$ cat config.mk
export PLATFORM = sky130hd
export DESIGN_NAME = multichannel_lowpass_biquad_top_flat
export DESIGN_NICKNAME = d
export VERILOG_FILES = /design/src/mlb_pkg.sv /design/src/mlb_intf.sv /design/src/mlb_ctrl.sv /design/src/mlb_datapath.sv /design/src/multichannel_lowpass_biquad_top.sv /design/src/flat_wrapper.sv
export SDC_FILE = /design/constraint.sdc
export NUM_CORES = 2
export LEC_CHECK = 0
export BUFFER_PORTS_ARGS = -buffer_cell sky130_fd_sc_hd__buf_2
export CAP_MARGIN = 20
export CORE_ASPECT_RATIO = 0.8
export CORE_MARGIN = 2
export CORE_UTILIZATION = 64
export DETAILED_ROUTE_END_ITERATION = 12
export GPL_TIMING_DRIVEN = 1
export PLACE_DENSITY_LB_ADDON = 0.2
export SYNTH_ARGS = -nofsm -noshare
export SYNTH_HDL_FRONTEND = slang
export SYNTH_HIERARCHICAL = 1
export SYNTH_SLANG_ARGS = --single-unit
$ cat constraint.sdc
create_clock -name clk_i -period 15.6 [get_ports clk_i]
set_input_delay 3.12 -clock clk_i [delete_from_list [all_inputs] [get_ports clk_i]]
set_output_delay 3.12 -clock clk_i [all_outputs]
set_load 0.03 [all_outputs]
$ cat src/mlb_pkg.sv
// Shared types and constants for the multichannel lowpass biquad.
package mlb_pkg;

  // Fixed field widths.
  localparam int unsigned CHAN_W    = 3;
  localparam int unsigned COEF_W    = 24;
  localparam int unsigned COEF_FRAC = 22;
  localparam int unsigned CFG_IDX_W = 2;

  // Action codes of an input transaction.
  localparam logic ACTION_FILTER = 1'b0;
  localparam logic ACTION_CLEAR  = 1'b1;

  // Configuration register indexes.
  localparam logic [CFG_IDX_W-1:0] REG_COEF_A0 = 2'd0;
  localparam logic [CFG_IDX_W-1:0] REG_COEF_B1 = 2'd1;
  localparam logic [CFG_IDX_W-1:0] REG_COEF_B2 = 2'd2;

  // Coefficient reset values (4 kHz cutoff at 44.1 kHz, Q2.22).
  localparam logic signed [COEF_W-1:0] COEF_A0_RST = 24'sd239956;
  localparam logic signed [COEF_W-1:0] COEF_B1_RST = -24'sd5111600;
  localparam logic signed [COEF_W-1:0] COEF_B2_RST = 24'sd1877370;

  // Controller states.
  typedef enum logic [2:0] {
    ST_IDLE,
    ST_MUL,
    ST_TAIL,
    ST_ROUND,
    ST_DONE
  } state_e;

  // Product term selected for the shared multiplier.
  typedef enum logic [2:0] {
    TERM_X,
    TERM_X1,
    TERM_X2,
    TERM_Y1,
    TERM_Y2
  } term_e;

  // Commands from the controller to the datapath.
  typedef struct packed {
    logic  issue_read;
    logic  clear_hist;
    logic  mul_en;
    term_e term;
    logic  acc_en;
    logic  acc_load;
    logic  round_en;
    logic  commit;
  } cmd_t;

  // Status from the datapath to the controller.
  typedef struct packed {
    logic chan_ok;
    logic out_free;
  } status_t;

endpackage

$ cat src/mlb_intf.sv
// Channel interfaces of the multichannel lowpass biquad: samples, results and configuration.
interface mlb_smp_if #(
  parameter int unsigned SAMPLE_BITS = 24
);
  logic                          valid;
  logic                          ready;
  logic                          action;
  logic [2:0]                    channel;
  logic signed [SAMPLE_BITS-1:0] sample_in;

  modport source (output valid, action, channel, sample_in, input ready);
  modport sink (input valid, action, channel, sample_in, output ready);
endinterface

interface mlb_res_if #(
  parameter int unsigned SAMPLE_BITS = 24
);
  logic                          valid;
  logic                          ready;
  logic [2:0]                    channel_out;
  logic signed [SAMPLE_BITS-1:0] sample_out;

  modport source (output valid, channel_out, sample_out, input ready);
  modport sink (input valid, channel_out, sample_out, output ready);
endinterface

interface mlb_cfg_if;
  logic        valid;
  logic        ready;
  logic [1:0]  index;
  logic [23:0] data;

  modport source (output valid, index, data, input ready);
  modport sink (input valid, index, data, output ready);
endinterface

$ cat src/mlb_ctrl.sv
// Controller state machine sequencing the shared multiply-accumulate of the biquad.
module mlb_ctrl
  import mlb_pkg::*;
(
  input  logic    clk_i,
  input  logic    rst_ni,
  input  logic    in_valid_i,
  input  logic    in_action_i,
  input  status_t status_i,
  output logic    in_ready_o,
  output cmd_t    cmd_o
);

  localparam logic [2:0] LAST_TERM = 3'(TERM_Y2);

  state_e     state_q, state_d;
  logic [2:0] cnt_q, cnt_d;

  // State and term counter registers.
  always_ff @(posedge clk_i or negedge rst_ni) begin
    if (!rst_ni) begin
      state_q <= ST_IDLE;
      cnt_q   <= '0;
    end else begin
      state_q <= state_d;
      cnt_q   <= cnt_d;
    end
  end

  // Next state and datapath commands.
  always_comb begin
    state_d    = state_q;
    cnt_d      = cnt_q;
    in_ready_o = 1'b0;
    cmd_o      = '0;
    cmd_o.term = term_e'(cnt_q);
    case (state_q)
      ST_IDLE: begin
        in_ready_o = 1'b1;
        cnt_d      = '0;
        if (in_valid_i) begin
          if (in_action_i == ACTION_CLEAR) begin
            cmd_o.clear_hist = 1'b1;
          end else if (status_i.chan_ok) begin
            cmd_o.issue_read = 1'b1;
            state_d          = ST_MUL;
          end
        end
      end
      ST_MUL: begin
        // One product per cycle; the previous product is summed meanwhile.
        cmd_o.mul_en   = 1'b1;
        cmd_o.acc_en   = (cnt_q != 3'd0);
        cmd_o.acc_load = (cnt_q == 3'd1);
        cnt_d          = cnt_q + 3'd1;
        if (cnt_q == LAST_TERM) begin
          state_d = ST_TAIL;
        end
      end
      ST_TAIL: begin
        cmd_o.acc_en = 1'b1;
        state_d      = ST_ROUND;
      end
      ST_ROUND: begin
        cmd_o.round_en = 1'b1;
        state_d        = ST_DONE;
      end
      ST_DONE: begin
        // Write the histories back once the output register can take the result.
        if (status_i.out_free) begin
          cmd_o.commit = 1'b1;
          state_d      = ST_IDLE;
        end
      end
      default: begin
        state_d = ST_IDLE;
      end
    endcase
  end

endmodule

$ cat src/mlb_datapath.sv
// Datapath of the biquad: coefficients, history memory, shared multiplier, rounding and output.
module mlb_datapath
  import mlb_pkg::*;
#(
  parameter int unsigned CHANNELS    = 8,
  parameter int unsigned SAMPLE_BITS = 24
) (
  input  logic                          clk_i,
  input  logic                          rst_ni,
  input  cmd_t                          cmd_i,
  output status_t                       status_o,
  input  logic [CHAN_W-1:0]             in_channel_i,
  input  logic signed [SAMPLE_BITS-1:0] in_sample_i,
  input  logic                          cfg_valid_i,
  input  logic [CFG_IDX_W-1:0]          cfg_index_i,
  input  logic [COEF_W-1:0]             cfg_data_i,
  input  logic                          out_ready_i,
  output logic                          out_valid_o,
  output logic [CHAN_W-1:0]             out_channel_o,
  output logic signed [SAMPLE_BITS-1:0] out_sample_o
);

  localparam int unsigned IDX_W   = (CHANNELS > 1) ? $clog2(CHANNELS) : 1;
  localparam int unsigned CMP_W   = 9;
  localparam int unsigned HIST_W  = 4 * SAMPLE_BITS;
  localparam int unsigned MCOEF_W = COEF_W + 1;
  localparam int unsigned PROD_W  = SAMPLE_BITS + MCOEF_W;
  localparam int unsigned ACC_W   = SAMPLE_BITS + COEF_W + 3;
  localparam int unsigned SH_W    = ACC_W - COEF_FRAC;

  localparam logic signed [ACC_W-1:0] HALF_LSB = ACC_W'(1) << (COEF_FRAC - 1);
  localparam logic signed [SH_W-1:0]  SAT_HI   =
    {{(SH_W - SAMPLE_BITS + 1){1'b0}}, {(SAMPLE_BITS - 1){1'b1}}};
  localparam logic signed [SH_W-1:0]  SAT_LO   = ~SAT_HI;

  // Coefficient registers.
  logic signed [COEF_W-1:0] a0_q, b1_q, b2_q;

  always_ff @(posedge clk_i or negedge rst_ni) begin
    if (!rst_ni) begin
      a0_q <= COEF_A0_RST;
      b1_q <= COEF_B1_RST;
      b2_q <= COEF_B2_RST;
    end else if (cfg_valid_i) begin
      case (cfg_index_i)
        REG_COEF_A0: a0_q <= cfg_data_i;
        REG_COEF_B1: b1_q <= cfg_data_i;
        REG_COEF_B2: b2_q <= cfg_data_i;
        default: begin
        end
      endcase
    end
  end

  // Channel range check and memory index.
  logic [CMP_W-1:0] chan_ext;
  logic [IDX_W-1:0] rd_idx;

  assign chan_ext = CMP_W'(in_channel_i);
  assign rd_idx   = chan_ext[IDX_W-1:0];

  // History memory, one row per channel: previous and older input and output.
  logic [HIST_W-1:0]          hist_mem [CHANNELS];
  logic [HIST_W-1:0]          rd_q;
  logic                       rd_vld_q;
  logic [CHANNELS-1:0]        hist_vld_q;
  logic [IDX_W-1:0]           idx_q;
  logic [CHAN_W-1:0]          chan_q;
  logic signed [SAMPLE_BITS-1:0] x_q;
  logic signed [SAMPLE_BITS-1:0] y_q;
  logic signed [SAMPLE_BITS-1:0] rd_x1, rd_x2, rd_y1, rd_y2;

  always_ff @(posedge clk_i) begin
    if (cmd_i.commit) begin
      hist_mem[idx_q] <= {x_q, rd_x1, y_q, rd_y1};
    end
    if (cmd_i.issue_read) begin
      rd_q   <= hist_mem[rd_idx];
      idx_q  <= rd_idx;
      chan_q <= in_channel_i;
      x_q    <= in_sample_i;
    end
  end

  // Row valid bits: a row that is not valid reads as zero histories.
  always_ff @(posedge clk_i or negedge rst_ni) begin
    if (!rst_ni) begin
      hist_vld_q <= '0;
      rd_vld_q   <= 1'b0;
    end else begin
      if (cmd_i.clear_hist) begin
        hist_vld_q <= '0;
      end else if (cmd_i.commit) begin
        hist_vld_q[idx_q] <= 1'b1;
      end
      if (cmd_i.issue_read) begin
        rd_vld_q <= hist_vld_q[rd_idx];
      end
    end
  end

  assign rd_x1 = rd_vld_q ? rd_q[4*SAMPLE_BITS-1:3*SAMPLE_BITS] : '0;
  assign rd_x2 = rd_vld_q ? rd_q[3*SAMPLE_BITS-1:2*SAMPLE_BITS] : '0;
  assign rd_y1 = rd_vld_q ? rd_q[2*SAMPLE_BITS-1:SAMPLE_BITS]   : '0;
  assign rd_y2 = rd_vld_q ? rd_q[SAMPLE_BITS-1:0]               : '0;

  // Operand and coefficient selection for the current term.
  logic signed [MCOEF_W-1:0]     mul_coef;
  logic signed [SAMPLE_BITS-1:0] mul_op;

  always_comb begin
    case (cmd_i.term)
      TERM_X: begin
        mul_coef = MCOEF_W'(a0_q);
        mul_op   = x_q;
      end
      TERM_X1: begin
        mul_coef = {a0_q, 1'b0};
        mul_op   = rd_x1;
      end
      TERM_X2: begin
        mul_coef = MCOEF_W'(a0_q);
        mul_op   = rd_x2;
      end
      TERM_Y1: begin
        mul_coef = -MCOEF_W'(b1_q);
        mul_op   = rd_y1;
      end
      TERM_Y2: begin
        mul_coef = -MCOEF_W'(b2_q);
        mul_op   = rd_y2;
      end
      default: begin
        mul_coef = '0;
        mul_op   = '0;
      end
    endcase
  end

  // Shared multiplier followed by the accumulator.
  logic signed [PROD_W-1:0] prod_q;
  logic signed [ACC_W-1:0]  acc_q;

  always_ff @(posedge clk_i) begin
    if (cmd_i.mul_en) begin
      prod_q <= mul_coef * mul_op;
    end
    if (cmd_i.acc_en) begin
      if (cmd_i.acc_load) begin
        acc_q <= ACC_W'(prod_q);
      end else begin
        acc_q <= acc_q + ACC_W'(prod_q);
      end
    end
  end

  // Round half up to the sample format, then saturate.
  logic signed [ACC_W-1:0]       acc_rnd;
  logic signed [SH_W-1:0]        acc_sh;
  logic signed [SAMPLE_BITS-1:0] y_d;

  assign acc_rnd = acc_q + HALF_LSB;
  assign acc_sh  = acc_rnd[ACC_W-1:COEF_FRAC];

  always_comb begin
    if (acc_sh > SAT_HI) begin
      y_d = SAT_HI[SAMPLE_BITS-1:0];
    end else if (acc_sh < SAT_LO) begin
      y_d = SAT_LO[SAMPLE_BITS-1:0];
    end else begin
      y_d = acc_sh[SAMPLE_BITS-1:0];
    end
  end

  always_ff @(posedge clk_i) begin
    if (cmd_i.round_en) begin
      y_q <= y_d;
    end
  end

  // Output register: holds a finished result while the next transaction is taken.
  logic                          out_vld_q;
  logic [CHAN_W-1:0]             out_chan_q;
  logic signed [SAMPLE_BITS-1:0] out_smp_q;

  always_ff @(posedge clk_i or negedge rst_ni) begin
    if (!rst_ni) begin
      out_vld_q <= 1'b0;
    end else if (cmd_i.commit) begin
      out_vld_q <= 1'b1;
    end else if (out_ready_i) begin
      out_vld_q <= 1'b0;
    end
  end

  always_ff @(posedge clk_i) begin
    if (cmd_i.commit) begin
      out_chan_q <= chan_q;
      out_smp_q  <= y_q;
    end
  end

  assign out_valid_o       = out_vld_q;
  assign out_channel_o     = out_chan_q;
  assign out_sample_o      = out_smp_q;
  assign status_o.chan_ok  = (chan_ext < CMP_W'(CHANNELS));
  assign status_o.out_free = !out_vld_q || out_ready_i;

endmodule

$ cat src/multichannel_lowpass_biquad_top.sv
// Top level of the multichannel second-order Butterworth lowpass biquad.
//
// Usage: sample_i takes transactions that either filter one sample on one channel
// (action filter) or clear the histories of every channel (action clear). Each
// filtered sample yields one transaction on result_o with its channel; a clear,
// or a sample whose channel is not below CHANNELS, yields none. cfg_i writes the
// three Q2.22 coefficients a0, b1 and b2; it is always ready, and a write to an
// index beyond them is ignored. Write coefficients only while the block is idle.
// A sample is accepted only while the block is idle. The history read, the five
// products formed one per cycle by the single shared multiplier, the rounding and
// the write-back then follow in order before the next sample can be taken. A clear
// or an ignored sample leaves the block idle and ready for the next transaction.
// Reset sets the coefficients to a 4 kHz cutoff at 44.1 kHz and marks every
// channel history as zero; a clear does so for the histories only. When the receiver
// stalls, the result waits in the output register and one further sample is still
// accepted; that sample then waits for the output register before write-back.
module multichannel_lowpass_biquad_top
  import mlb_pkg::*;
#(
  parameter int unsigned CHANNELS    = 8,
  parameter int unsigned SAMPLE_BITS = 24
) (
  input  logic      clk_i,
  input  logic      rst_ni,
  mlb_smp_if.sink   sample_i,
  mlb_res_if.source result_o,
  mlb_cfg_if.sink   cfg_i
);

  cmd_t    cmd;
  status_t status;
  logic    in_ready;

  mlb_ctrl u_ctrl (
    .clk_i      (clk_i),
    .rst_ni     (rst_ni),
    .in_valid_i (sample_i.valid),
    .in_action_i(sample_i.action),
    .status_i   (status),
    .in_ready_o (in_ready),
    .cmd_o      (cmd)
  );

  mlb_datapath #(
    .CHANNELS   (CHANNELS),
    .SAMPLE_BITS(SAMPLE_BITS)
  ) u_datapath (
    .clk_i        (clk_i),
    .rst_ni       (rst_ni),
    .cmd_i        (cmd),
    .status_o     (status),
    .in_channel_i (sample_i.channel),
    .in_sample_i  (sample_i.sample_in),
    .cfg_valid_i  (cfg_i.valid),
    .cfg_index_i  (cfg_i.index),
    .cfg_data_i   (cfg_i.data),
    .out_ready_i  (result_o.ready),
    .out_valid_o  (result_o.valid),
    .out_channel_o(result_o.channel_out),
    .out_sample_o (result_o.sample_out)
  );

  assign sample_i.ready = in_ready;
  assign cfg_i.ready    = 1'b1;

endmodule

$ cat src/flat_wrapper.sv
// flat-port wrapper written by rule: the top's interface ports become plain ports
module multichannel_lowpass_biquad_top_flat import mlb_pkg::*;
#(
  parameter int unsigned CHANNELS    = 8,
  parameter int unsigned SAMPLE_BITS = 24
)
  (clk_i, rst_ni, sample_i_valid, sample_i_action, sample_i_channel, sample_i_sample_in, sample_i_ready, result_o_valid, result_o_channel_out, result_o_sample_out, result_o_ready, cfg_i_valid, cfg_i_index, cfg_i_data, cfg_i_ready);
  mlb_smp_if #(.SAMPLE_BITS(SAMPLE_BITS)) sample_i_i ();
  mlb_res_if #(.SAMPLE_BITS(SAMPLE_BITS)) result_o_i ();
  mlb_cfg_if cfg_i_i ();
  input  logic clk_i;
  input  logic rst_ni;
  input wire logic [$bits(sample_i_i.valid)-1:0] sample_i_valid;
  input wire logic [$bits(sample_i_i.action)-1:0] sample_i_action;
  input wire logic [$bits(sample_i_i.channel)-1:0] sample_i_channel;
  input wire logic [$bits(sample_i_i.sample_in)-1:0] sample_i_sample_in;
  output wire logic [$bits(sample_i_i.ready)-1:0] sample_i_ready;
  output wire logic [$bits(result_o_i.valid)-1:0] result_o_valid;
  output wire logic [$bits(result_o_i.channel_out)-1:0] result_o_channel_out;
  output wire logic [$bits(result_o_i.sample_out)-1:0] result_o_sample_out;
  input wire logic [$bits(result_o_i.ready)-1:0] result_o_ready;
  input wire logic [$bits(cfg_i_i.valid)-1:0] cfg_i_valid;
  input wire logic [$bits(cfg_i_i.index)-1:0] cfg_i_index;
  input wire logic [$bits(cfg_i_i.data)-1:0] cfg_i_data;
  output wire logic [$bits(cfg_i_i.ready)-1:0] cfg_i_ready;
  assign sample_i_i.valid = sample_i_valid;
  assign sample_i_i.action = sample_i_action;
  assign sample_i_i.channel = sample_i_channel;
  assign sample_i_i.sample_in = sample_i_sample_in;
  assign sample_i_ready = sample_i_i.ready;
  assign result_o_valid = result_o_i.valid;
  assign result_o_channel_out = result_o_i.channel_out;
  assign result_o_sample_out = result_o_i.sample_out;
  assign result_o_i.ready = result_o_ready;
  assign cfg_i_i.valid = cfg_i_valid;
  assign cfg_i_i.index = cfg_i_index;
  assign cfg_i_i.data = cfg_i_data;
  assign cfg_i_ready = cfg_i_i.ready;
  multichannel_lowpass_biquad_top #(.CHANNELS(CHANNELS), .SAMPLE_BITS(SAMPLE_BITS)) u_core (.clk_i(clk_i), .rst_ni(rst_ni), .sample_i(sample_i_i), .result_o(result_o_i), .cfg_i(cfg_i_i));
endmodule
==> results.toml <==
[clock_network]
clkSinkCount = 1130
post_cts_buffers = 0
cts_tree = "built"
clk_latency_ps = 720
cts_made_buffers = 105
cts_resized = 0
cts_hold_buf = 0
htree_levels = 3
clk_pin_slew_ps = 60
cts.root.buffer_cell = "clkbuf_16"
clock_path_buffers = 3

[yosys]
synth-simple-area-share_pct = 7.43
synth.area.mux_share_pct = 9.18
synth_top_family_by_area = "adder cells"
synthCells = 5142
async_flop_share_pct = 7.79
synth_area_um2 = 68800
synth-compound-area-share_pct = 5.50
synth.distinct_cells = 86
synth.yosys.seq_area_share_pct = 48.8
synthesis.nets = 6023
avgSynthCellArea_um2 = 13.4
synth_fa_ha_area_share_pct = 21.8
ys.flop_type = "edfxtp_1"
synth_warnings = 6
synth-edff-count = 1042
synth-xor-area-share_pct = 1.97
synth_seq_cells = 1130

[min_path]
hold_path_class = "reg -> reg"
worstHoldEndpoint = "u_core/u_datapath/out_channel_o[2]$_DFFE_PP_"
holdPathStages = 0
min_from = "u_core/u_datapath/chan_q[2]$_DFFE_PP_"

[global_route]
grt_pass1_wl_um = 269000
grt_max_degree = 79
grt_overflow = 0
grtUsageTotal_pct = 32.9
first_global_vias = 43000
antenna_found_initial = 4

[worst_setup_path]
worstRegToRegCells = 27
crit_path_start_kind = "flip-flop"
path_common_cell = "fa_1"
arrival_ps = 11180
criticalPathCategory = "reg -> reg"
slowest_delay_ps = 850
ff2ff_setup_slack_ps = 4840
r2r_end = "u_core/u_datapath/prod_q[45]$_DFFE_PP_"
critPathRequiredTime_ps = 16020
worst_path_max_delay_cell = "fa_1"
cp_max_fo = 26
crit_path_end_kind = "flip-flop"
worstReg2RegStart = "u_core/u_ctrl/cnt_q[2]$_DFFE_PN0P_"

[routing]
vias_per_cell = 6.28
drc_errors = 0
num_vias = 42100
drt-initial-drc-count = 5391
finalWirelength_um = 176000
wire_per_inst_um = 26.2
final_antenna_net_count = 0
drtPass1Iterations = 8

[sta]
slew_violations = 0
hold_viol = 0
period_minus_slack_ps = 10760
finalSetupViolCount = 0
skew_ps = 61.2
rsz0062_at_grt = "false"
slew_headroom_pct = 10.3
fin_tns_setup_ps = 0
period_share_pct = 69.0
tightest_slew_ps = 1350
max_freq_ghz = 0.0929

[cells_and_area]
final_area_um2 = 74400
drive_above_1_share_pct = 14.8
utilization_pct = 69.8
fillers = 7111
syn_to_final_growth_pct = 8.19
multi_input_area_um2 = 31800
register_area_um2 = 33500
mostFrequentLayoutCell = "edfxtp_1"
mostFrequentLayoutCells = "edfxtp_1, inv_1, fa_1, nand2_1, nor2_1"
layout.nets = 6076
layoutNonFillerInstCount = 6700

[place]
placed_area_um2 = 70900
port_buffers = 87
dp.final_hpwl_um = 120000
dp.cells = 6503
gp_congestion = 0.986

[die]
start_util_pct = 64.5
num_rows = 107
die_h_um = 297
core_um2 = 107000
die_w_um = 370
ios = 89
design.die.area_um2 = 110000

[run]
cap_viol_max_count = 0

[outcome]
status = "finished, final reports clean"
==> kinds of logic (layout without fill, tap and decap cells) <==
| group | after synthesis | after routing |
|---|---|---|
| XOR/XNOR | 155 | 155 |
| multiplexers | 367 | 367 |
| AND/OR/NAND/NOR | 1154 | 1154 |
| adder cells (fa/ha/maj) | 822 | 822 |
| flip-flops | 1130 | 1130 |
| buffers and inverters | 960 | 1100 |
| other | 2 | 3 |
| AO/OA/AOI/OAI | 552 | 552 |
==> Yosys cell counts, types with 18 or more instances <==
| master | instances | share of area, % |
|---|---|---|
| nand2_1 | 524 | 2.9 |
| a22o_1 | 56 | 0.71 |
| dfrtp_1 | 60 | 2.2 |
| and2_1 | 74 | 0.67 |
| o21ai_0 | 130 | 0.95 |
| fa_1 | 630 | 18 |
| nand4_1 | 20 | 0.18 |
| ha_1 | 192 | 3.5 |
| nor4_1 | 20 | 0.18 |
| xnor2_1 | 99 | 1.3 |
| xor2_1 | 56 | 0.71 |
| clkbuf_1 | 184 | 1.0 |
| a221o_1 | 32 | 0.47 |
| mux2_2 | 169 | 2.8 |
| nand3_1 | 46 | 0.33 |
| mux4_2 | 194 | 6.4 |
| dfstp_2 | 28 | 1.1 |
| nand2b_1 | 30 | 0.27 |
| a21o_1 | 49 | 0.53 |
| a31oi_1 | 24 | 0.22 |
| nor3_1 | 33 | 0.24 |
| a22oi_1 | 19 | 0.21 |
| and3_1 | 21 | 0.19 |
| buf_1 | 28 | 0.15 |
| edfxtp_1 | 1042 | 45 |
| inv_1 | 732 | 4.0 |
| nor2b_1 | 18 | 0.16 |
| nor2_1 | 321 | 1.8 |
| a21oi_1 | 106 | 0.77 |
==> routing by layer <==
layer,vias up,track usage (%),share of wire (%)
li1,17800,-,-
met1,21400,51.0,41
met2,2549,45.8,43
met3,270,11.5,14
met4,2,6.20,1.9
met5,-,0,0.0040
==> worst max path at each step <==
stage | from | endpoint | slack, ps | depth (start not counted)
2_1_floorplan | result_o_ready | u_core/u_datapath/hist_mem[4][0]$_DFFE_PP_ | 4090 | 4
5_1_grt | u_core/u_ctrl/cnt_q[2]$_DFFE_PN0P_ | u_core/u_datapath/prod_q[45]$_DFFE_PP_ | 4210 | 27
3_3_place_gp | u_core/u_ctrl/cnt_q[2]$_DFFE_PN0P_ | u_core/u_datapath/prod_q[45]$_DFFE_PP_ | 5310 | 27
4_1_cts | u_core/u_ctrl/cnt_q[2]$_DFFE_PN0P_ | u_core/u_datapath/prod_q[45]$_DFFE_PP_ | 4940 | 27
3_5_place_dp | u_core/u_ctrl/cnt_q[2]$_DFFE_PN0P_ | u_core/u_datapath/prod_q[45]$_DFFE_PP_ | 5000 | 27
6_report | u_core/u_ctrl/cnt_q[2]$_DFFE_PN0P_ | u_core/u_datapath/prod_q[45]$_DFFE_PP_ | 4840 | 27
==> critical path: cells and delay by family, from the launching register on <==
family | cells | cell delay, ps
flops | 1 | 840
fa+ha+maj | 8 | 4580
xor+xnor | 1 | 80
compound gates | 7 | 2040
simple gates | 4 | 1320
buf+inv | 7 | 1590
==> cell type report <==
cell class | count | share of cell area, %
clock buffers | 130 | 3.71
multi-input cells | 3052 | 42.7
diodes | 1 | 0.00336
clock inverters | 64 | 0.959
flip-flops and latches | 1130 | 45.1
inverters | 732 | 3.69
repair buffers | 174 | 1.50
well taps | 1417 | 2.38
==> state kept, by name (all words and copies together), names as in the netlist <==
register,cells
u_core/u_datapath/hist_mem,768
u_core/u_datapath/rd_q,96
u_core/u_datapath/acc_q,51
u_core/u_datapath/prod_q,49
u_core/u_datapath/a0_q,24
u_core/u_datapath/b1_q,24
u_core/u_datapath/b2_q,24
u_core/u_datapath/out_sample_o,24
u_core/u_datapath/x_q,24
u_core/u_datapath/y_q,24
u_core/u_datapath/hist_vld_q,8
u_core/u_ctrl/cnt_q,3
u_core/u_ctrl/state_q,3
u_core/u_datapath/chan_q,3
u_core/u_datapath/out_channel_o,3
u_core/u_datapath/out_valid_o,1
u_core/u_datapath/rd_vld_q,1
==> stage by stage <==
step	hold WS, ps	worst slack, ps
4_1_cts	495	4940
2_1_floorplan	440	4090
5_1_grt	519	4210
3_5_place_dp	480	5000
6_report	490	4840
3_3_place_gp	461	5310
Power is left out: the tool's default activity adds up to more than one toggle a clock period on the data nets, which glitch-free logic cannot reach.
